==> src/rtl/core/pds_ram.sv <==
// ----------------------------------------------------------------------------
// pds_ram
// Generic single-write, single-read RAM with registered read data.
// ----------------------------------------------------------------------------
module pds_ram #(
  parameter int WIDTH = 8,
  parameter int DEPTH = 16
) (
  input  logic                     clk,
  input  logic                     we,
  input  logic [$clog2(DEPTH)-1:0] waddr,
  input  logic [WIDTH-1:0]         wdata,
  input  logic [$clog2(DEPTH)-1:0] raddr,
  output logic [WIDTH-1:0]         rdata
);

  logic [WIDTH-1:0] mem [DEPTH];

  always_ff @(posedge clk) begin
    if (we) begin
      mem[waddr] <= wdata;
    end
    rdata <= mem[raddr];
  end

endmodule

==> config.mk <==
export PLATFORM = sky130hd
export DESIGN_NAME = pds_ram
export DESIGN_NICKNAME = d
export VERILOG_FILES = /design/src/rtl/core/pds_ram.sv
export SDC_FILE = /design/constraint.sdc
export NUM_CORES = 1
export LEC_CHECK = 0
export ABC_AREA = 1
export BUFFER_PORTS_ARGS = -buffer_cell sky130_fd_sc_hd__buf_2
export CORE_MARGIN = 8
export CORE_UTILIZATION = 61
export CTS_CLUSTER_DIAMETER = 30
export DETAILED_ROUTE_END_ITERATION = 16
export PLACE_DENSITY = 0.84
export SYNTH_ARGS = -nofsm -noshare
export SYNTH_HDL_FRONTEND = slang
export SYNTH_SLANG_ARGS = --single-unit
==> constraint.sdc <==
create_clock -name clk -period 2.2 [get_ports clk]
set_clock_uncertainty 0.2 [all_clocks]
set_input_delay 0.66 -clock clk [delete_from_list [all_inputs] [get_ports clk]]
set_output_delay 0.66 -clock clk [all_outputs]
set_load 0.02 [all_outputs]
# ---- After elaboration in Yosys (flattened, before gate mapping)
# Memory sizes are Yosys's and may differ from the RTL's. A register that Yosys moved wholly into a read port is not among the register bits.
# Index checks and enable logic that the tools add are counted.
dict set report totals {
  in_bits 18
  output_inout_bits 8
  reg_bits 0
  ramBits 128
  memories 1
}
dict set report op_classes {
  muxes 2
}
# name words width read_ports rd_ports_with_merged_regs write_ports line
set mem_list {}
lappend mem_list {mem 16 8 1 1 1 17} ;# logic [WIDTH-1:0] mem [DEPTH];
# op n
set op_table {}
lappend op_table {{$mux W1} 2}

# ---- Depth between registers and ports, before layout
dict set report logic_depth {
  word_depth 2
  ltp_mapped 8
  mapped_depth_nobuf 7
}

# ---- Least setup slack after synthesis
# Ideal clock, no wire load.
dict set report synth_timing {
  kind {input-to-reg}
  start {in waddr[2]}
  end {mem mem[10][0], enable pin}
  cell_stages 2
  slack_ns 0.389
  arrival_time_ns 1.241
  setup_ns 0.370
  path_cell_list {nand3b_1 > nor2_1}
}
# item line
set synth_lines {}
lappend synth_lines {{from (decl)} 11} ;# input logic [$clog2(DEPTH)-1:0] waddr,
lappend synth_lines {{to (decl)} 17}
# No word-level cell before the write port.

# ---- Final worst setup path
dict set report layout_timing {
  start {reg rdata[7], read port of mem}
  end {out rdata[7]}
}
# item line
set layout_lines {}
lappend layout_lines {{from (decl)} 14} ;# output logic [WIDTH-1:0] rdata
# No word-level cell between the ends.

==> results.yml <==
routing:
  post_drt_wl_per_cell_um: 20.1
  num_vias: 4234
  drt-pass1-iter-count: 6
  antenna_violating_nets_post_route: 0
  route.final.wire_length_um: 14400
  route.detailed.vias_per_inst: 5.89
  remaining_drc_errors: 0
  drt-initial-drc-count: 535
power_and_ir_drop:
  power.switching_fraction: 0.216
  pwr_density_cell_nw_per_um2: 923
  max-vdd-ir-drop_mv: 0.610
  pwr-share-seq: 0.473
  p_int_w: 0.00484
  power.clock.fraction: 0.463
  power_switching_w: 0.00133
  total_leakage_power_nw: 2.94
  overall_power_after_layout_w: 0.00617
  logic_pwr_share: 0.064
cts:
  postCtsSetupBuffers: 0
  clk_pin_slew_worst_paths_ns: 0.06
  h-tree-depth: 4
  cts_tree: "done"
  cts_buffers: 17
  ctsRootBufferMaster: "sky130_fd_sc_hd__clkbuf_8"
  max-clock-path-buffers: 2
  post_cts.resized_instances: 0
  tritoncts_num_sinks: 136
  postCtsHoldBufs: 0
  source_to_sink_clock_delay_at_the_later_pin_of_the_worst_skew_pair_ns: 0.53
finish:
  post_route_cells_drive_above_1_share: 0.127
  fin_nets: 613
  filler_cell_count: 555
  areaGrowthSynthToFinish_pct: 15.8
  seqCellArea_um2: 4000
  layout.cells.non_filler: 719
  multiInputGateArea_um2: 1210
  final_design_area_no_fill_um2: 6680
  insertedDiodeCount: 0
yosys:
  mappedNetlistNets: 569
  syn-cell-area_um2: 5770
  avgSynthCellArea_um2: 10.5
  synth-seq-area-share: 0.694
  warnings_synthesis: 0
  synth.ff_latch_count: 136
  synthDistinctLibCells: 12
  synthesis.instances: 551
hold_path:
  worstHoldPathCells: 1
  class_of_the_worst_hold_path: "primary input to flip-flop"
  hold_start: "wdata[7]"
  whs_endpoint: "mem[7][7]"
global_routing:
  first_global_vias: 4297
  grt.met3_usage: 0.0676
  grt-busiest-layer: "met2"
  groute.usage.overall: 0.238
  gr-total-overflow: 0
  gr-usage-met2: 0.384
  antenna_found_initial: 0
  grt_pass1_wl_um: 22700
  globalRouteMet1Util: 0.281
  grt_start_max_net_pins: 65
sta:
  min_period_over_period: 0.850
  final_hold_viol_count: 0
  fin_ws_ns: 0.330
  fmax_mhz: 535
  worstMarginPinSlew_ns: 0.386
  relSlewSlack: 0.743
  fin_crit_ns: 1.87
  setup_viol_count_final: 0
  maxSlewViolCount: 0
  final_sum_of_negative_setup_slack_ns: 0
  rsz0062_at_grt: "no"
critical_path:
  worst_path_largest_cell_delay_ns: 0.32
  regToRegSetupSlack_ns: 0.93
  startpoint_of_the_lowest_slack_register_to_register_path: "mem[14][7]"
  critical_path_class: "flip-flop to output port"
  cp-end-kind: "output port"
  path_delay_family: "flip-flops"
  crit-reg2reg-capture: "rdata[7]"
  crit_path_max_fanout: 1
  worst_path_buffer_plus_inverter_count: 1
  cp-start-kind: "flip-flop"
  worstPathArrival_ns: 1.01
  critical_path.slowest_cell: "sky130_fd_sc_hd__dfxtp_1"
  timing.reg2reg.worst_path_depth: 6
  cells_traversed_along_the_worst_timing_path: "buf_2"
  critical_path_required_ns: 1.34
floorplanning:
  floorplan.initialDensity: 0.627
  die_area_um2: 12800
  chipWidth_um: 113
  number_of_placed_i_o_pins: 26
  row_count: 35
  die-height_um: 113
  core_um2: 9200
placement:
  dp_cells: 687
  dp_hpwl_um: 7740
  buffer_ports.inserted: 25
  cell_area_after_placement_um2: 6090
  globalplace.congestion: 0.824
  place_worst_setup_slack_ns: 0.303
status:
  outcome: "completed"
flow_run:
  maxCapViolations: 0
how the worst max path moves through the flow:
stage / startpoint / to / slack, ns / depth (start not counted)
floorplan: waddr[2] / mem[10][0] / 0.39 / 2
finish: rdata[7] / rdata[7] / 0.33 / 1
CTS: rdata[6] / rdata[6] / 0.30 / 1
detailed placement: raddr[0] / rdata[2] / 0.30 / 7
global placement: raddr[0] / rdata[2] / 0.34 / 7
global route: rdata[6] / rdata[6] / 0.27 / 1
power groups by stage:
stage / clock network, W / registers (W) / logic [W]
after CTS: 0.00286 / 0.00291 / 0.000387
after floorplan: 0 / 0.00299 / 0.000204
after global routing: 0.00297 / 0.00292 / 0.000423
final: 0.00286 / 0.00291 / 0.000395
after detailed placement: 0 / 0.00297 / 0.000373
after global placement: 0 / 0.00296 / 0.000360
routing by layer:
layer | up-vias | share of wire
met5 | - | 0
met4 | 0 | 0.042
met3 | 60 | 0.13
met2 | 381 | 0.48
met1 | 1929 | 0.35
li1 | 1864 | -
layout make-up:
| type | count | share of cell area |
|---|---|---|
| sequential | 136 | 0.599 |
| multi-input combinational | 289 | 0.182 |
| inverter | 102 | 0.0573 |
| timing repair buffer | 49 | 0.0532 |
| tap | 111 | 0.0208 |
| clock buffer | 21 | 0.0643 |
| clock inverter | 11 | 0.0232 |
cell families (layout without fill, tap and decap cells):
group                  Yosys count  count (layout)  synth area share
buffers and inverters          126             183            0.0952
flip-flops                     136             136             0.694
AND/OR/NAND/NOR                289             289             0.210
cells in the mapped netlist, drive strengths merged:
cell type,instances,area (um^2)
inv,102,383
nand3,97,485
dfxtp,8,160
nor2,17,63.8
nand3b,2,15.0
nand2,173,649
edfxtp,128,3840
buf,24,166
layout by cell type, fill, tap and decap left out, drive strengths merged:
cell / n
nor2: 17
inv: 102
nand3: 97
edfxtp: 128
clkbuf: 21
nand2: 173
buf: 49
clkinv: 6
nand3b: 2
dfxtp: 8
clkinvlp: 1
bufinv: 4
metrics by stage:
stage / utilization / hold WS (ns)
after global placement: 0.663 / 0.438
after global routing: 0.726 / 0.318
final: 0.726 / 0.324
after floorplan: - / 0.407
after CTS: 0.726 / 0.305
after detailed placement: 0.663 / 0.458
flip-flops by register name, summed over array words and instances, names as in the netlist:
signal	flops
mem	128
rdata	8
(Power assumes the default switching activity.)
