File: src/rtl/core/pds_pkg.sv
// ----------------------------------------------------------------------------
// pds_pkg
// Shared types, widths and codes for the polyline dash splitter.
// ----------------------------------------------------------------------------
package pds_pkg;

  localparam int COORD_BITS       = 20;
  localparam int LEN_W            = COORD_BITS + 1;
  localparam int PROD_W           = 2 * COORD_BITS + 2;
  localparam int TOTAL_W          = 20;
  localparam int DIVR_W           = (LEN_W > TOTAL_W) ? LEN_W : TOTAL_W;
  localparam int NUM_SLOTS        = 8;
  localparam int DEF_MAX_DASHES   = 8;
  localparam int DEF_MAX_PIECES   = 32;

  localparam logic [1:0] KIND_MOVE  = 2'd0;
  localparam logic [1:0] KIND_LINE  = 2'd1;
  localparam logic [1:0] KIND_CLOSE = 2'd2;
  localparam logic [1:0] KIND_NONE  = 2'd3;

  localparam logic OUT_MOVE = 1'b0;
  localparam logic OUT_LINE = 1'b1;

  localparam logic [1:0] REG_DASH_COUNT = 2'd0;
  localparam logic [1:0] REG_LENS_LOW   = 2'd1;
  localparam logic [1:0] REG_LENS_HIGH  = 2'd2;
  localparam logic [1:0] REG_OFFSET     = 2'd3;

  typedef struct packed {
    logic signed [COORD_BITS-1:0] point_x;
    logic signed [COORD_BITS-1:0] point_y;
    logic [1:0]                   point_kind;
    logic                         path_start;
  } point_t;

  typedef struct packed {
    logic signed [COORD_BITS-1:0] out_x;
    logic signed [COORD_BITS-1:0] out_y;
    logic                         out_kind;
    logic                         last_of_run;
    logic                         truncated;
  } result_t;

  typedef struct packed {
    logic [COORD_BITS-1:0] x;
    logic [COORD_BITS-1:0] y;
    logic                  kind;
  } ram_word_t;

  typedef enum logic [1:0] {
    OP_MUL,
    OP_DIV,
    OP_SQRT
  } alu_op_t;

  typedef struct packed {
    logic              start;
    alu_op_t           op;
    logic [PROD_W-1:0] a;
    logic [PROD_W-1:0] b;
  } alu_req_t;

  typedef struct packed {
    logic              done;
    logic [PROD_W-1:0] q;
    logic [DIVR_W-1:0] r;
  } alu_rsp_t;

  typedef struct packed {
    logic [3:0]                 n;
    logic [NUM_SLOTS-1:0][15:0] lens;
    logic [TOTAL_W-1:0]         total;
    logic [19:0]                offset;
  } cfg_view_t;

  typedef enum logic [4:0] {
    S_IDLE,
    S_PH_DIV,
    S_PH_WAIT,
    S_PH_WALK,
    S_DISPATCH,
    S_SQ_X,
    S_SQ_XW,
    S_SQ_Y,
    S_SQ_YW,
    S_SQRT,
    S_SQRT_W,
    S_INIT,
    S_INIT2,
    S_LOOP,
    S_AX_MUL,
    S_AX_MW,
    S_AX_DIV,
    S_AX_DW,
    S_AY_MUL,
    S_AY_MW,
    S_AY_DIV,
    S_AY_DW,
    S_EMIT_A,
    S_EMIT_B,
    S_END,
    S_FIN,
    S_RD_ISSUE,
    S_RD_WAIT
  } state_t;

endpackage

File: src/rtl/core/pds_alu.sv
// ----------------------------------------------------------------------------
// pds_alu
// Shared bit-serial unit: shift-add multiply, restoring divide, square root.
// ----------------------------------------------------------------------------
module pds_alu import pds_pkg::*; (
  input  logic     clk,
  input  logic     rst,
  input  alu_req_t req,
  output alu_rsp_t rsp
);

  localparam int CNT_W = $clog2(PROD_W + 1);
  localparam int SR_W  = LEN_W + 2;

  logic              busy;
  logic              done;
  alu_op_t           op;
  logic [CNT_W-1:0]  cnt;
  logic [PROD_W-1:0] opa;
  logic [PROD_W-1:0] opb;
  logic [PROD_W-1:0] acc;
  logic [DIVR_W-1:0] drem;
  logic [SR_W-1:0]   srem;

  logic [DIVR_W:0]   dt;
  logic              dge;
  logic [SR_W+1:0]   st;
  logic [SR_W+1:0]   trial;
  logic              sge;
  logic [DIVR_W:0]   dsub;
  logic [SR_W+1:0]   ssub;

  always_comb begin
    dt    = {drem, opa[PROD_W-1]};
    dge   = dt >= {1'b0, opb[DIVR_W-1:0]};
    dsub  = dt - {1'b0, opb[DIVR_W-1:0]};
    st    = {srem, opa[PROD_W-1 -: 2]};
    trial = (SR_W + 2)'({acc[LEN_W-1:0], 2'b01});
    sge   = st >= trial;
    ssub  = st - trial;
  end

  always_ff @(posedge clk) begin
    if (rst) begin
      busy <= 1'b0;
      done <= 1'b0;
    end else begin
      done <= 1'b0;
      if (req.start) begin
        busy <= 1'b1;
        op   <= req.op;
        opa  <= req.a;
        opb  <= req.b;
        acc  <= '0;
        drem <= '0;
        srem <= '0;
        unique case (req.op)
          OP_MUL:  cnt <= CNT_W'(LEN_W);
          OP_DIV:  cnt <= CNT_W'(PROD_W);
          OP_SQRT: cnt <= CNT_W'(PROD_W / 2);
          default: cnt <= CNT_W'(1);
        endcase
      end else if (busy) begin
        unique case (op)
          OP_MUL: begin
            if (opb[0]) begin
              acc <= acc + opa;
            end
            opa <= opa << 1;
            opb <= opb >> 1;
          end
          OP_DIV: begin
            acc  <= {acc[PROD_W-2:0], dge};
            drem <= dge ? dsub[DIVR_W-1:0] : dt[DIVR_W-1:0];
            opa  <= opa << 1;
          end
          OP_SQRT: begin
            acc  <= {acc[PROD_W-2:0], sge};
            srem <= sge ? ssub[SR_W-1:0] : st[SR_W-1:0];
            opa  <= opa << 2;
          end
          default: ;
        endcase
        cnt <= cnt - CNT_W'(1);
        if (cnt == CNT_W'(1)) begin
          busy <= 1'b0;
          done <= 1'b1;
        end
      end
    end
  end

  assign rsp.done = done;
  assign rsp.q    = acc;
  assign rsp.r    = drem;

endmodule
File: config.mk
export PLATFORM = sky130hd
export DESIGN_NAME = pds_alu
export DESIGN_NICKNAME = d
export VERILOG_FILES = /design/src/rtl/core/pds_pkg.sv /design/src/rtl/core/pds_alu.sv
export SDC_FILE = /design/constraint.sdc
export NUM_CORES = 1
export LEC_CHECK = 0
export BUFFER_PORTS_ARGS = -buffer_cell sky130_fd_sc_hd__buf_2
export CORE_UTILIZATION = 29
export DETAILED_ROUTE_END_ITERATION = 16
export GPL_ROUTABILITY_DRIVEN = 0
export PLACE_DENSITY_LB_ADDON = 0.08
export SLEW_MARGIN = 20
export SYNTH_ARGS = -nofsm -noshare
export SYNTH_HDL_FRONTEND = slang
export SYNTH_SLANG_ARGS = --single-unit
File: constraint.sdc
create_clock -name clk -period 4.3 [get_ports clk]
set_input_delay 0.86 -clock clk [delete_from_list [all_inputs] [get_ports clk]]
set_output_delay 0.86 -clock clk [all_outputs]
set_load 0.02 [all_outputs]
# After elaboration in Yosys (flattened, before gate mapping)
# Cells that the tools add are included.
# word_totals
reg_bits	180
in_bits	89
output_inout_bits	64
elab_cells	63
# classes
add_sub_neg	4
magnitude_cmp	2
eq_ne	6
n_mux	22
bitwise	2
reduce_logical	18
# op_table
operator	count
two-way mux 42 bit	7
case mux 42 bit (3 select lines)	1
case mux 42 bit (2 select lines)	1
two-way mux 23 bit	3
two-way mux 21 bit	3
adder 42 bit	1
greater-or-equal comparator 25 x 23 -> 1 bit	1
subtractor 23 bit	1
greater-or-equal comparator 22 x 21 -> 1 bit	1
subtractor 21 bit	1
two-way mux 6 bit	2
case mux 6 bit (2 select lines)	1
AND reduction 3 bit	4
nonzero test 2 bit	4
== test 6 x 1 -> 1 bit, second input constant	1
subtractor 6 x 1 -> 6 bit, second input constant	1
== test 2 x 1 -> 1 bit, second input constant	2
== test 2 bit, second input constant	2
zero test 2 bit	2
two-way mux 1 bit	4
AND reduction 2 bit	2
AND reduction 4 bit	1
nonzero test 4 bit	1
OR reduction 2 bit	2
other kinds (4)	5

# Logic depth before layout (Yosys ltp)
# logic_depth
depth_word	5
ltp_mapped	13

# Least setup slack after synthesis
# No wires, ideal clock.
# synth_path
kind	input -> register
from	input req[86] (netlist name)
to	register opa[0] (enable)
setup_ns	0.455
arrival_time_ns	3.674
required_time_ns	3.845
slack_ns	0.171
stages	4
n_path_buf	2
cell_sequence	clkbuf_1 > clkbuf_1 > o21bai_1 > a21oi_1
# synth_via
elab_chain_cells	2
word_cells_on_any_way	3
cone_classes	reduce/logical (3)
# synth_rtl
item	line	rtl
start: declaration	pds_alu.sv:8	input alu_req_t req,
nonzero test 3 bit (no line) / nonzero test 2 bit (equally long branches)	--	
AND reduction 3 bit (no line) *	--	
end signal: assignment	pds_alu.sv:52	opa <= req.a;
end signal: assignment	pds_alu.sv:69	opa <= opa << 1;
end signal: assignment	pds_alu.sv:75	opa <= opa << 1;
end: declaration	pds_alu.sv:19	logic [PROD_W-1:0] opa;
# Every way passes the cells marked *; elsewhere a longest branch is shown, timed or not.
# A chain may end at the register's enable or synchronous reset.

# Worst setup path in the final report
# layout_path
from	register acc[10]
to	register acc[34], data pin
# layout_via
elab_chain_cells	4
# layout_rtl
item	line	rtl
start: declaration	pds_alu.sv:21	logic [PROD_W-1:0] acc;
start signal: assignment	pds_alu.sv:67	acc <= acc + opa;
start signal: assignment	pds_alu.sv:73	acc <= {acc[PROD_W-2:0], dge};
start signal: assignment	pds_alu.sv:78	acc <= {acc[PROD_W-2:0], sge};
adder 42 bit	pds_alu.sv:67	
two-way mux 42 bit	pds_alu.sv:66	if (opb[0]) begin
case mux 42 bit (3 select lines)	pds_alu.sv:64	unique case (op)
two-way mux 42 bit	pds_alu.sv:63	end else if (busy) begin
# Every way passes these cells. The select of a mux whose other input is x is not followed.

==> impl_metrics.tcl <==
set metrics [dict create \
    required_ps 4540 \
    clkSinkCount 180 \
    boundaryPins 153 \
    period_share_pct 85.5 \
    synth.mux.area_fraction_pct 6.73 \
    drtIter0Drc 566 \
    dr.pass1.iters 5 \
    layout_min_cycle_time_ps 3680 \
    antenna_found_initial 6 \
    powerDensity_mw_per_mm2 368 \
    synth_top_flop_cell "edfxtp_1" \
    die_area_sq_mm 0.0443 \
    synth_top_family_by_area "compound AO/OA/AOI/OAI gates" \
    synth_warnings 0 \
    wl_per_cell_um 18.2 \
    cts_max_path_buffers 2 \
    final_common_cell "edfxtp_1" \
    ys_types 68 \
    max_slew_margin_pct 34.1 \
    core_area_sq_mm 0.0424 \
    rsz0062_at_grt "no" \
    htree_levels 4 \
    setup_tns_ps 0 \
    hpwlAfterDp_mm 27.6 \
    grt_overflow 0 \
    worstSetupStartpointType "flop" \
    wl_mm 37.1 \
    clock_skew_ps 13.7 \
    postCtsSetupBuffers 0 \
    yosysTopAreaCell "edfxtp_1" \
    synth-simple-area-share_pct 13.4 \
    crit_arrival_ps 3920 \
    area_growth_syn_to_layout_pct 16.1 \
    fin_util_pct 34.5 \
    worst_pin_slew_ps 984 \
    synth.avg_cell_area_sq_um 9.65 \
    grt_pass1_wl_mm 58.5 \
    hold_path.class "flop to flop" \
    cts_resized 0 \
    setup_viol 0 \
    ir_worst_vdd_v 0.000278 \
    io_buffers 152 \
    hold_viol 0 \
    final_cell_mix "178 x edfxtp_1, 151 x buf_2, 146 x nand2_1" \
    ctsHoldBuffers 0 \
    vias 10107 \
    ys_top_cells_by_area "edfxtp_1 42%, ha_1 8.9%, mux2i_1 4.8%" \
    synth_seq_cells 180 \
    end_kind "flop" \
    synth_top_area_share_pct 42.4 \
    cts_tree "done" \
    fmax_ghz 0.272 \
    path_class "flop to flop" \
    clk_pin_slew_worst_paths_ps 80 \
    status "completed" \
    drt-vias-per-instance 4.97 \
    syn_area_sq_mm 0.0126 \
    grtUsageTotal_pct 17.3 \
    grt_start_max_net_pins 142 \
    route.detailed.drc 0 \
    power_leakage_nw 5.98 \
    seq_area_frac_synth_pct 42.7 \
    ant_nets 0 \
    synth-edff-count 178 \
    synth_compound_gate_area_share_pct 19.2 \
    final_layout_size_suffix_gt1_share_pct 16.8 \
    finalMaxSlewViolations 0 \
    final_net_count 1623 \
    cts_root_buf "clkbuf_16" \
    fp-row-count 75 \
    cp_max_fo 7 \
    async_flop_share_pct 0 \
    grt_pass1_vias 10337 \
    synth_fa_ha_area_share_pct 9.26 \
    syn_inst 1306 \
    drv_cap 0 \
    synth_fp_nets 1487 \
    die_w_um 210 \
    yosys.area_share.xor_xnor_pct 4.73 \
    cts_buffers 17 \
    die_h_um 210 \
    initial_utilization_pct 29.7 \
    clock_latency_ps 490 \
]
## worst paths after layout
check / from / to / slack (ps) / depth (start not counted)
hold / removal: opb[39] / opb[38] / 550 / 1
setup / recovery: acc[10] / acc[34] / 620 / 10
setup reg to reg: acc[10] / acc[34] / 620 / 10
hold reg to reg: opb[39] / opb[38] / 550 / 1
## registers in the layout (all words and copies together) (netlist names)
| name | cells |
|---|---|
| op | 2 |
| busy | 1 |
| srem | 23 |
| opb | 42 |
| done | 1 |
| cnt | 6 |
| acc | 42 |
| drem | 21 |
| opa | 42 |
## layer usage
| layer | wire length, um | global-route usage (%) |
|---|---|---|
| met5 | 24 | 0 |
| met3 | 1690 | 4.17 |
| met1 | 17900 | 22.9 |
| met2 | 16700 | 27.1 |
| met4 | 746 | 6.72 |
## where the power goes
part           leakage, nW  switching [mW]  internal (mW)
sequential            1.71           0.110           2.12
combinational         3.99           0.945          0.644
clock                0.271           0.779          0.798
## critical path, cell delays in order (launching register included)
cell       delay, ps
edfxtp_1         490
ha_1             440
a21oi_1          340
o211ai_1         180
a2111oi_0        510
a21oi_1          220
a21oi_1          420
nand3b_1         190
o21ai_0          130
o211a_1          230
a211o_1          250
## Yosys cell counts (all sizes together), types with 13 or more instances
cell	count
a21oi	103
nor2	101
edfxtp	178
a211oi	13
nand3	18
ha	90
o21bai	17
nand4	15
clkbuf	42
xnor2	49
o21a	17
mux2i	60
o21ai	125
xor2	19
mux2	22
a21o	35
nor3	15
nand2	146
inv	76
## per-stage QoR
stage,cell area [sq um],power [mW],hold WS (ps),cells,setup slack [ps]
detailed placement,14100,3.86,534,2000,650
global route,14600,5.71,544,2033,316
CTS,14600,5.48,520,2032,630
global placement,14100,3.87,529,2000,733
floorplan,12600,3.40,525,1306,171
finish,14600,5.39,551,2035,623
## layout make-up
| class | count | area, sq um |
|---|---|---|
| multi-input cells | 997 | 6760 |
| clock inverters | 15 | 129 |
| flip-flops and latches | 180 | 5390 |
| repair buffers | 170 | 915 |
| inverters | 76 | 285 |
| fillers | 4471 | 27800 |
| clock buffers | 17 | 425 |
| well taps | 577 | 722 |
| diodes | 3 | 7.51 |
## cell families after synthesis
family | after synthesis
multiplexers | 82
flip-flops | 180
AO/OA/AOI/OAI | 387
XOR/XNOR | 68
AND/OR/NAND/NOR | 368
adder cells (fa/ha/maj) | 92
buffers and inverters | 129
Note: power is estimated with default switching activity, not from simulation.
