File: config.mk
export PLATFORM = sky130hd
export DESIGN_NAME = pds_cfg
export DESIGN_NICKNAME = d
export VERILOG_FILES = /design/src/rtl/core/pds_pkg.sv /design/src/rtl/core/pds_cfg.sv
export SDC_FILE = /design/constraint.sdc
export NUM_CORES = 1
export LEC_CHECK = 0
export BUFFER_PORTS_ARGS = -buffer_cell sky130_fd_sc_hd__clkbuf_2
export CORE_AREA = 2 2 162 164
export CTS_CLUSTER_DIAMETER = 50
export DETAILED_ROUTE_END_ITERATION = 6
export DIE_AREA = 0 0 164 166
export GPL_TIMING_DRIVEN = 1
export PLACE_DENSITY = 0.85
export SYNTH_ARGS = -nofsm -noshare
export SYNTH_HDL_FRONTEND = slang
export SYNTH_SLANG_ARGS = --single-unit
File: constraint.sdc
create_clock -name clk -period 11.1 [get_ports clk]
set_clock_uncertainty 0.05 [all_clocks]
set_input_delay 1.11 -clock clk [delete_from_list [all_inputs] [get_ports clk]]
set_output_delay 1.11 -clock clk [all_outputs]
set_load 0.01 [all_outputs]
File: src/rtl/core/pds_pkg.sv
// ----------------------------------------------------------------------------
// pds_pkg
// Shared types, widths and codes for the polyline dash splitter.
// ----------------------------------------------------------------------------
package pds_pkg;

  localparam int COORD_BITS       = 20;
  localparam int LEN_W            = COORD_BITS + 1;
  localparam int PROD_W           = 2 * COORD_BITS + 2;
  localparam int TOTAL_W          = 20;
  localparam int DIVR_W           = (LEN_W > TOTAL_W) ? LEN_W : TOTAL_W;
  localparam int NUM_SLOTS        = 8;
  localparam int DEF_MAX_DASHES   = 8;
  localparam int DEF_MAX_PIECES   = 32;

  localparam logic [1:0] KIND_MOVE  = 2'd0;
  localparam logic [1:0] KIND_LINE  = 2'd1;
  localparam logic [1:0] KIND_CLOSE = 2'd2;
  localparam logic [1:0] KIND_NONE  = 2'd3;

  localparam logic OUT_MOVE = 1'b0;
  localparam logic OUT_LINE = 1'b1;

  localparam logic [1:0] REG_DASH_COUNT = 2'd0;
  localparam logic [1:0] REG_LENS_LOW   = 2'd1;
  localparam logic [1:0] REG_LENS_HIGH  = 2'd2;
  localparam logic [1:0] REG_OFFSET     = 2'd3;

  typedef struct packed {
    logic signed [COORD_BITS-1:0] point_x;
    logic signed [COORD_BITS-1:0] point_y;
    logic [1:0]                   point_kind;
    logic                         path_start;
  } point_t;

  typedef struct packed {
    logic signed [COORD_BITS-1:0] out_x;
    logic signed [COORD_BITS-1:0] out_y;
    logic                         out_kind;
    logic                         last_of_run;
    logic                         truncated;
  } result_t;

  typedef struct packed {
    logic [COORD_BITS-1:0] x;
    logic [COORD_BITS-1:0] y;
    logic                  kind;
  } ram_word_t;

  typedef enum logic [1:0] {
    OP_MUL,
    OP_DIV,
    OP_SQRT
  } alu_op_t;

  typedef struct packed {
    logic              start;
    alu_op_t           op;
    logic [PROD_W-1:0] a;
    logic [PROD_W-1:0] b;
  } alu_req_t;

  typedef struct packed {
    logic              done;
    logic [PROD_W-1:0] q;
    logic [DIVR_W-1:0] r;
  } alu_rsp_t;

  typedef struct packed {
    logic [3:0]                 n;
    logic [NUM_SLOTS-1:0][15:0] lens;
    logic [TOTAL_W-1:0]         total;
    logic [19:0]                offset;
  } cfg_view_t;

  typedef enum logic [4:0] {
    S_IDLE,
    S_PH_DIV,
    S_PH_WAIT,
    S_PH_WALK,
    S_DISPATCH,
    S_SQ_X,
    S_SQ_XW,
    S_SQ_Y,
    S_SQ_YW,
    S_SQRT,
    S_SQRT_W,
    S_INIT,
    S_INIT2,
    S_LOOP,
    S_AX_MUL,
    S_AX_MW,
    S_AX_DIV,
    S_AX_DW,
    S_AY_MUL,
    S_AY_MW,
    S_AY_DIV,
    S_AY_DW,
    S_EMIT_A,
    S_EMIT_B,
    S_END,
    S_FIN,
    S_RD_ISSUE,
    S_RD_WAIT
  } state_t;

endpackage

File: src/rtl/core/pds_cfg.sv
// ----------------------------------------------------------------------------
// pds_cfg
// Configuration registers; clamped entry count and registered pattern total.
// ----------------------------------------------------------------------------
module pds_cfg import pds_pkg::*; #(
  parameter int MAX_DASHES = DEF_MAX_DASHES
) (
  input  logic        clk,
  input  logic        rst,
  input  logic        cfg_valid,
  output logic        cfg_ready,
  input  logic [1:0]  cfg_index,
  input  logic [63:0] cfg_data,
  output cfg_view_t   view
);

  logic [3:0]  dash_count;
  logic [63:0] lens_low;
  logic [63:0] lens_high;
  logic [19:0] dash_offset;
  logic [TOTAL_W-1:0] total;
  logic [TOTAL_W-1:0] total_next;
  logic [3:0]  n_use;

  assign cfg_ready = 1'b1;

  always_ff @(posedge clk) begin
    if (rst) begin
      dash_count  <= 4'd2;
      lens_low    <= 64'h0000_0000_0040_0040;
      lens_high   <= 64'd0;
      dash_offset <= 20'd0;
      total       <= TOTAL_W'(128);
    end else begin
      total <= total_next;
      if (cfg_valid && cfg_ready) begin
        unique case (cfg_index)
          REG_DASH_COUNT: dash_count  <= cfg_data[3:0];
          REG_LENS_LOW:   lens_low    <= cfg_data;
          REG_LENS_HIGH:  lens_high   <= cfg_data;
          REG_OFFSET:     dash_offset <= cfg_data[19:0];
          default: ;
        endcase
      end
    end
  end

  always_comb begin
    if (dash_count == 4'd0) begin
      n_use = 4'd1;
    end else if (dash_count > 4'(MAX_DASHES)) begin
      n_use = 4'(MAX_DASHES);
    end else begin
      n_use = dash_count;
    end
  end

  always_comb begin
    total_next = '0;
    for (int i = 0; i < NUM_SLOTS; i++) begin
      if (4'(i) < n_use) begin
        total_next = total_next + TOTAL_W'(view.lens[i]);
      end
    end
  end

  always_comb begin
    view.n      = n_use;
    view.lens   = {lens_high, lens_low};
    view.total  = total;
    view.offset = dash_offset;
  end

endmodule

# Word level (Yosys, flattened, before mapping)
# Cells that the tools add are included.
[totals]
wordCells = 40
reg_bits = 172
[classes]
n_mux = 10
magnitude_cmp = 9
reduce_logical = 6
addsub = 7
n_eq_ne = 3
[op_table]
columns = ["operator", "n"]
rows = [
  ["adder 20 x 16 -> 20 bit", 7],
  ["2-to-1 mux 20 bit", 7],
  ["less-than comparator 3 x 4 -> 1 bit (first input constant)", 4],
  ["2-to-1 mux 16 bit", 1],
  ["less-than comparator 1 x 4 -> 1 bit (first input constant)", 2],
  ["less-than comparator 2 x 4 -> 1 bit (first input constant)", 2],
  ["2-to-1 mux 4 bit", 2],
  ["AND reduction 2 bit", 4],
  ["equality test 2 bit (second input constant)", 2],
  ["greater-than comparator 4 bit (second input constant)", 1],
  ["logical NOT 4 bit", 1],
  ["equality test 2 x 1 -> 1 bit (second input constant)", 1],
  ["logical NOT 2 bit", 1],
]

# Longest topological paths before layout
[logic_depth]
word_depth = 19
mapped_depth = 56
depth_no_buf = 54

# Least setup slack after synthesis
# OpenSTA, ideal clock, no wires.
[synth_path]
path_type = "reg2reg"
startpoint = "register lens_low[1]"
endpoint = "register total[17]"
stages_incl_launch_ff = 50
path_slack_ns = 1.300
path_buffers = 2
period_less_slack_ns = 9.800
required_ns = 10.919
setup_time_ns = 0.131
arrival_ns = 9.619
cell_sequence = "dfxtp_1 clkbuf_1 ha_1 a21o_1 maj3_1 maj3_1 a21oi_1 xor2_1 o21ai_0 ha_1 o211ai_1 a21o_1 nor2b_1 xor2_1 nand2_1 o21a_1 ha_1 or2_1 [... 14 more ...] or3_1 a31o_1 a31oi_1 o21bai_1 a21oi_1 xor2_1 nor2_1 a31oi_1 o21ai_0 ha_1 clkbuf_1 and3_1 a211o_1 a21o_1 a21o_1 nand3_1 nor3b_1 nor3b_1"
[synth_between]
elab_chain_len = 15
[synth_lines]
columns = ["item", "line", "text"]
rows = [
  ["start, declared", "pds_cfg.sv:18", "logic [63:0] lens_low;"],
  ["start signal, assigned", "pds_cfg.sv:39", "REG_LENS_LOW: lens_low <= cfg_data;"],
  ["2-to-1 mux 16 bit (*)", "pds_cfg.sv:61", "if (4'(i) < n_use) begin"],
  ["adder 20 x 16 -> 20 bit", "pds_cfg.sv:62", "total_next = total_next + TOTAL_W'(view.lens[i]);"],
  ["2-to-1 mux 20 bit (*)", "pds_cfg.sv:61", ""],
  ["adder 20 x 16 -> 20 bit", "pds_cfg.sv:62", ""],
  ["2-to-1 mux 20 bit (*)", "pds_cfg.sv:61", ""],
  ["adder 20 x 16 -> 20 bit", "pds_cfg.sv:62", ""],
  ["2-to-1 mux 20 bit (*)", "pds_cfg.sv:61", ""],
  ["adder 20 x 16 -> 20 bit", "pds_cfg.sv:62", ""],
  ["2-to-1 mux 20 bit (*)", "pds_cfg.sv:61", ""],
  ["adder 20 x 16 -> 20 bit", "pds_cfg.sv:62", ""],
  ["2-to-1 mux 20 bit (*)", "pds_cfg.sv:61", ""],
  ["adder 20 x 16 -> 20 bit", "pds_cfg.sv:62", ""],
  ["2-to-1 mux 20 bit (*)", "pds_cfg.sv:61", ""],
  ["adder 20 x 16 -> 20 bit", "pds_cfg.sv:62", ""],
  ["2-to-1 mux 20 bit (*)", "pds_cfg.sv:61", ""],
  ["end signal, assigned", "pds_cfg.sv:35", "total <= total_next;"],
  ["end, declared", "pds_cfg.sv:21", "logic [TOTAL_W-1:0] total;"],
]
# Mark *: on every way between the ends. The rest lies on a longest branch, timed or not.
# A chain may end at the register's enable or synchronous reset.

# Final worst setup path
[layout_path]
startpoint = "register lens_low[16]"
endpoint = "register total[18]"
[layout_between]
elab_chain_len = 14
[layout_lines]
columns = ["item", "line"]
rows = [
  ["adder 20 x 16 -> 20 bit (*)", "pds_cfg.sv:62"],
  ["2-to-1 mux 20 bit (*)", "pds_cfg.sv:61"],
  ["adder 20 x 16 -> 20 bit", "pds_cfg.sv:62"],
  ["2-to-1 mux 20 bit (*)", "pds_cfg.sv:61"],
  ["adder 20 x 16 -> 20 bit", "pds_cfg.sv:62"],
  ["2-to-1 mux 20 bit (*)", "pds_cfg.sv:61"],
  ["adder 20 x 16 -> 20 bit", "pds_cfg.sv:62"],
  ["2-to-1 mux 20 bit (*)", "pds_cfg.sv:61"],
  ["adder 20 x 16 -> 20 bit", "pds_cfg.sv:62"],
  ["2-to-1 mux 20 bit (*)", "pds_cfg.sv:61"],
  ["adder 20 x 16 -> 20 bit", "pds_cfg.sv:62"],
  ["2-to-1 mux 20 bit (*)", "pds_cfg.sv:61"],
  ["adder 20 x 16 -> 20 bit", "pds_cfg.sv:62"],
  ["2-to-1 mux 20 bit (*)", "pds_cfg.sv:61"],
]
# Marked as above.

==> results by stage <==
Logic synthesis:
- Of the synthesized area, sequential elements account for 0.273.
- The synthesized netlist occupies a cell area of 12600 µm².
- The number of synthesized flops with an enable pin is 0.
- The fraction of synthesis flops using an asynchronous set or reset pin is 0.
- The netlist uses 78 different library cells.
- Yosys attributes the largest share of cell area to dfxtp_1 (27%), nand2_1 (12%), ha_1 (11%).
- The average cell area after synthesis is 7.45 µm².
- The library cell occupying the most area in the post-synthesis netlist is dfxtp_1.
- The gate count after technology mapping is 1697.
- During synthesis, Yosys emitted a total of 0 warnings.
- For this run, the leading register cell type out of synthesis is dfxtp_1.
- The share of synthesized area in the top cell type comes to 0.273.
- The number of flip-flops and latches in the synthesized netlist is 172.
- When the netlist entered floorplanning its net count stood at 1889.

Timing:
- The number of max-slew violations in the final report is 0.
- The sum of negative setup slack is 0 ps.
- Subtracting the final worst setup slack from the clock period gives 10630 ps.
- The maximum clock frequency is 0.0941 GHz.
- Setup repair after global routing could not meet its margin everywhere.
- The final worst-path cycle share is 0.958.
- The hold violation total from the final report is 0.
- The headroom to the max-slew limit is 0.316.
- Setup violations remaining at the end of the flow were counted as 0.
- The measured slew at the worst slew-check pin is 1030 ps.
- The worst hold margin is 409 ps.
- The least setup slack across all paths after layout is 468 ps.

Critical path:
- The dominant cell type by count on the critical path is ha_1.
- STA classifies the critical path startpoint as a register.
- The startpoint of the lowest-slack register-to-register path is lens_low[16].
- STA puts the critical path data required time at 11350 ps.
- The category of the most critical setup path is reg2reg.
- Data on the critical path arrives at its endpoint at 10880 ps.
- The worst setup path is captured at a register.
- The critical path's slowest cell is o21ai_0.
- The depth of the worst register-to-register path is 45.
- In this run the critical register-to-register path is captured at total[18].
- The largest stage delay on the critical path is 520 ps.
- Of all nets on the critical path, the largest fanout is 6.
- In this run the register-to-register setup slack is 470 ps.

Cells and area:
- The final layout contains 2068 nets.
- After routing the design area is 14700 µm².
- For this run, the share of the core covered by cells in the final layout is 0.575.
- Across the whole layout, storage elements account for 3450 µm².
- In the layout the commonest cells are nand2_1 (388), clkbuf_2 (239), a21oi_1 (236), dfxtp_1 (170), ha_1 (114).
- Leaving out fill and tap cells, the most frequent cell in the layout is nand2_1.
- 0 antenna diodes ended up in the layout.
- In the final layout, the multi-input gates occupy 8770 µm².
- Compared with the post-synthesis result, the final layout area differs by 16.7%.
- The finished layout holds 2224 standard cells, fillers aside.
- The fraction of final layout cells sized beyond drive strength 1 is 0.186.
- The filler cell count is 2350.

Clock tree:
- Post-CTS timing repair inserted 0 buffers for setup.
- The clock transition at the registers of the reported paths is 90 ps.
- The total number of H-tree levels is 4.
- In this run the deepest clock path goes through 2 buffers.
- The buffer type at the clock tree root is clkbuf_16.
- Hold repair after CTS inserted 0 buffers.
- The total CTS buffers is 17.
- For the worst-skew pair, the clock arrives at the later sink with an insertion delay of 460 ps.
- The clock sink count is 172.
- The clock tree from TritonCTS is done.

Detailed routing:
- The detailed router placed 13200 vias in this run.
- The number of DRC violations after detailed routing is 0.
- In this run the remaining antenna-violating nets after routing total 0.
- The final layout contains routed wiring with a total length of 43800 µm.
- In the routed layout, each cell is associated on average with a via count of 5.96.
- The pre-antenna-repair detailed-routing pass consisted of 6 iterations.
- The detail-routed net length per standard cell is 19.7 µm.
- The first routing iteration left 1314 violations.

Pwr:
- The internal power of the cells is 1.15 mW.
- The worst-case IR drop observed on VDD is 0.0798 mV.
- The net switching power is 0.676 mW.
- The analysis attributes to cell leakage a power of 6.83 nW.
- After layout, the design draws a total of 1.83 mW.
- The clock power share is 0.359.
- Of the total power, registers draw 0.367.
- The switching part of the total is 0.370.
- The power per cell area is 124 nW/µm².
- The part of the total power dissipated in combinational logic is 0.275.

Die:
- The floorplan has 59 rows.
- The starting density of the core is 0.493.
- The count of boundary I/O pins is 242.
- The die is 164 µm wide.
- The die covers 27200 µm².
- The standard cell core area is 25600 µm².
- The floorplan step set the die height to 166 µm.

Job:
- The number of max-capacitance violations reported is 0.

Placed design:
- Routability-driven placement finished with a final weighted congestion of 0.985.
- The number of instances in the placed design is 2192.
- The number of port buffers is 240.
- The pre-CTS setup slack is 231 ps.
- The total half-perimeter wirelength after legalization and detailed placement is 34000 µm.
- The cell area reported after detailed placement is 14000 µm².

Run status:
- The flow ran to the end, and the final reports show no timing, DRC or antenna violations.

Hold path:
- The hold path depth is 2.
- For hold timing, the worst endpoint is dash_offset[7].
- The worst hold path belongs to the class reg2reg.
- The startpoint identified for the worst hold timing path is dash_offset[7].

Global routing:
- For this run, the total global-route usage over all layers was measured as 0.312.
- The number of antenna violations at the first check in global routing is 0.
- The first global-routing pass estimated 65800 µm of wire.
- The overall overflow remaining after global route is 0.
- The number of global-route vias before repair was 12100.
- The pin count of the biggest net entering global routing is 97.
## layout make-up
class,instances,area share
Clock buffer,17,0.0289
Timing Repair Buffer,251,0.0873
Sequential cell,172,0.234
Inverter,46,0.0117
Clock inverter,15,0.0147
Multi-Input combinational cell,1388,0.595
Tap cell,335,0.0284
## Yosys cell counts, types with 7 or more instances
master	number
o2111ai_1	7
and3_1	7
o211ai_1	14
mux2_2	19
o21ai_1	12
a31oi_1	8
a21o_1	42
o21bai_1	11
mux2i_1	17
nand3_1	22
dfxtp_1	172
xnor2_1	53
fa_1	7
xor2_1	35
o31ai_1	10
inv_1	46
a211oi_1	15
nor3_1	24
nand2_1	388
o21a_1	26
nor2b_1	13
nand2b_1	18
clkbuf_1	80
or3_1	7
nor2_1	110
ha_1	116
a21oi_1	239
and2_1	10
o21ai_0	60
## what timing repair did
action	4_1_cts	5_1_grt
endpoints found under the hold margin	0	0
endpoints found under the setup margin	0	6
gates resized for setup	0	19
## power by group through the flow
stage	combinational, mW	clock (mW)	sequential, mW
global placement	0.469	0	0.682
detailed placement	0.480	0	0.683
CTS	0.485	0.658	0.669
finish	0.501	0.655	0.670
floorplan	0.325	0	0.685
global route	0.545	0.679	0.672
## cells by family after synthesis
| group | after synthesis | share of synthesized area |
|---|---|---|
| DFF | 172 | 0.273 |
| AOI/OAI and AO/OA | 511 | 0.253 |
| muxes | 36 | 0.0304 |
| xor gates and xnor gates | 89 | 0.0629 |
| and+or+nand+nor | 625 | 0.211 |
| buffers and inverters | 137 | 0.0415 |
| other | 1 | 0.000297 |
| adders and majority gates | 126 | 0.128 |
## critical path: cells and delay by family, from the launching register on
kind	cells	cell delay, ps
muxes	2	630
AOI/OAI and AO/OA	20	4230
adders and majority gates	8	2750
DFF	1	340
and+or+nand+nor	9	1660
buffers and inverters	1	90
xor gates and xnor gates	5	700
## how the worst max path moves through the flow
stage                            start         to  slack, ps  depth (start not counted)
after floorplan            lens_low[1]  total[17]       1300                         49
after global placement     lens_low[1]  total[17]        610                         48
after detailed placement   lens_low[1]  total[17]        230                         48
after CTS                  lens_low[1]  total[17]        150                         48
after global routing      lens_low[17]  total[18]        -80                         47
final                     lens_low[16]  total[18]        470                         45
## per-layer routing
metal,vias up,GRT usage,routed length (µm)
li1,6282,-,-
met1,6195,0.417,18600
met2,663,0.481,19100
met3,104,0.0627,4130
met4,0,0.145,2040
met5,-,0,0
## registers in the layout (all words and copies together), names as in the netlist
signal and flops:
dash_count 4, lens_low 64, lens_high 64, total 20, dash_offset 20
No activity file was read; power rests on OpenSTA's default activity.
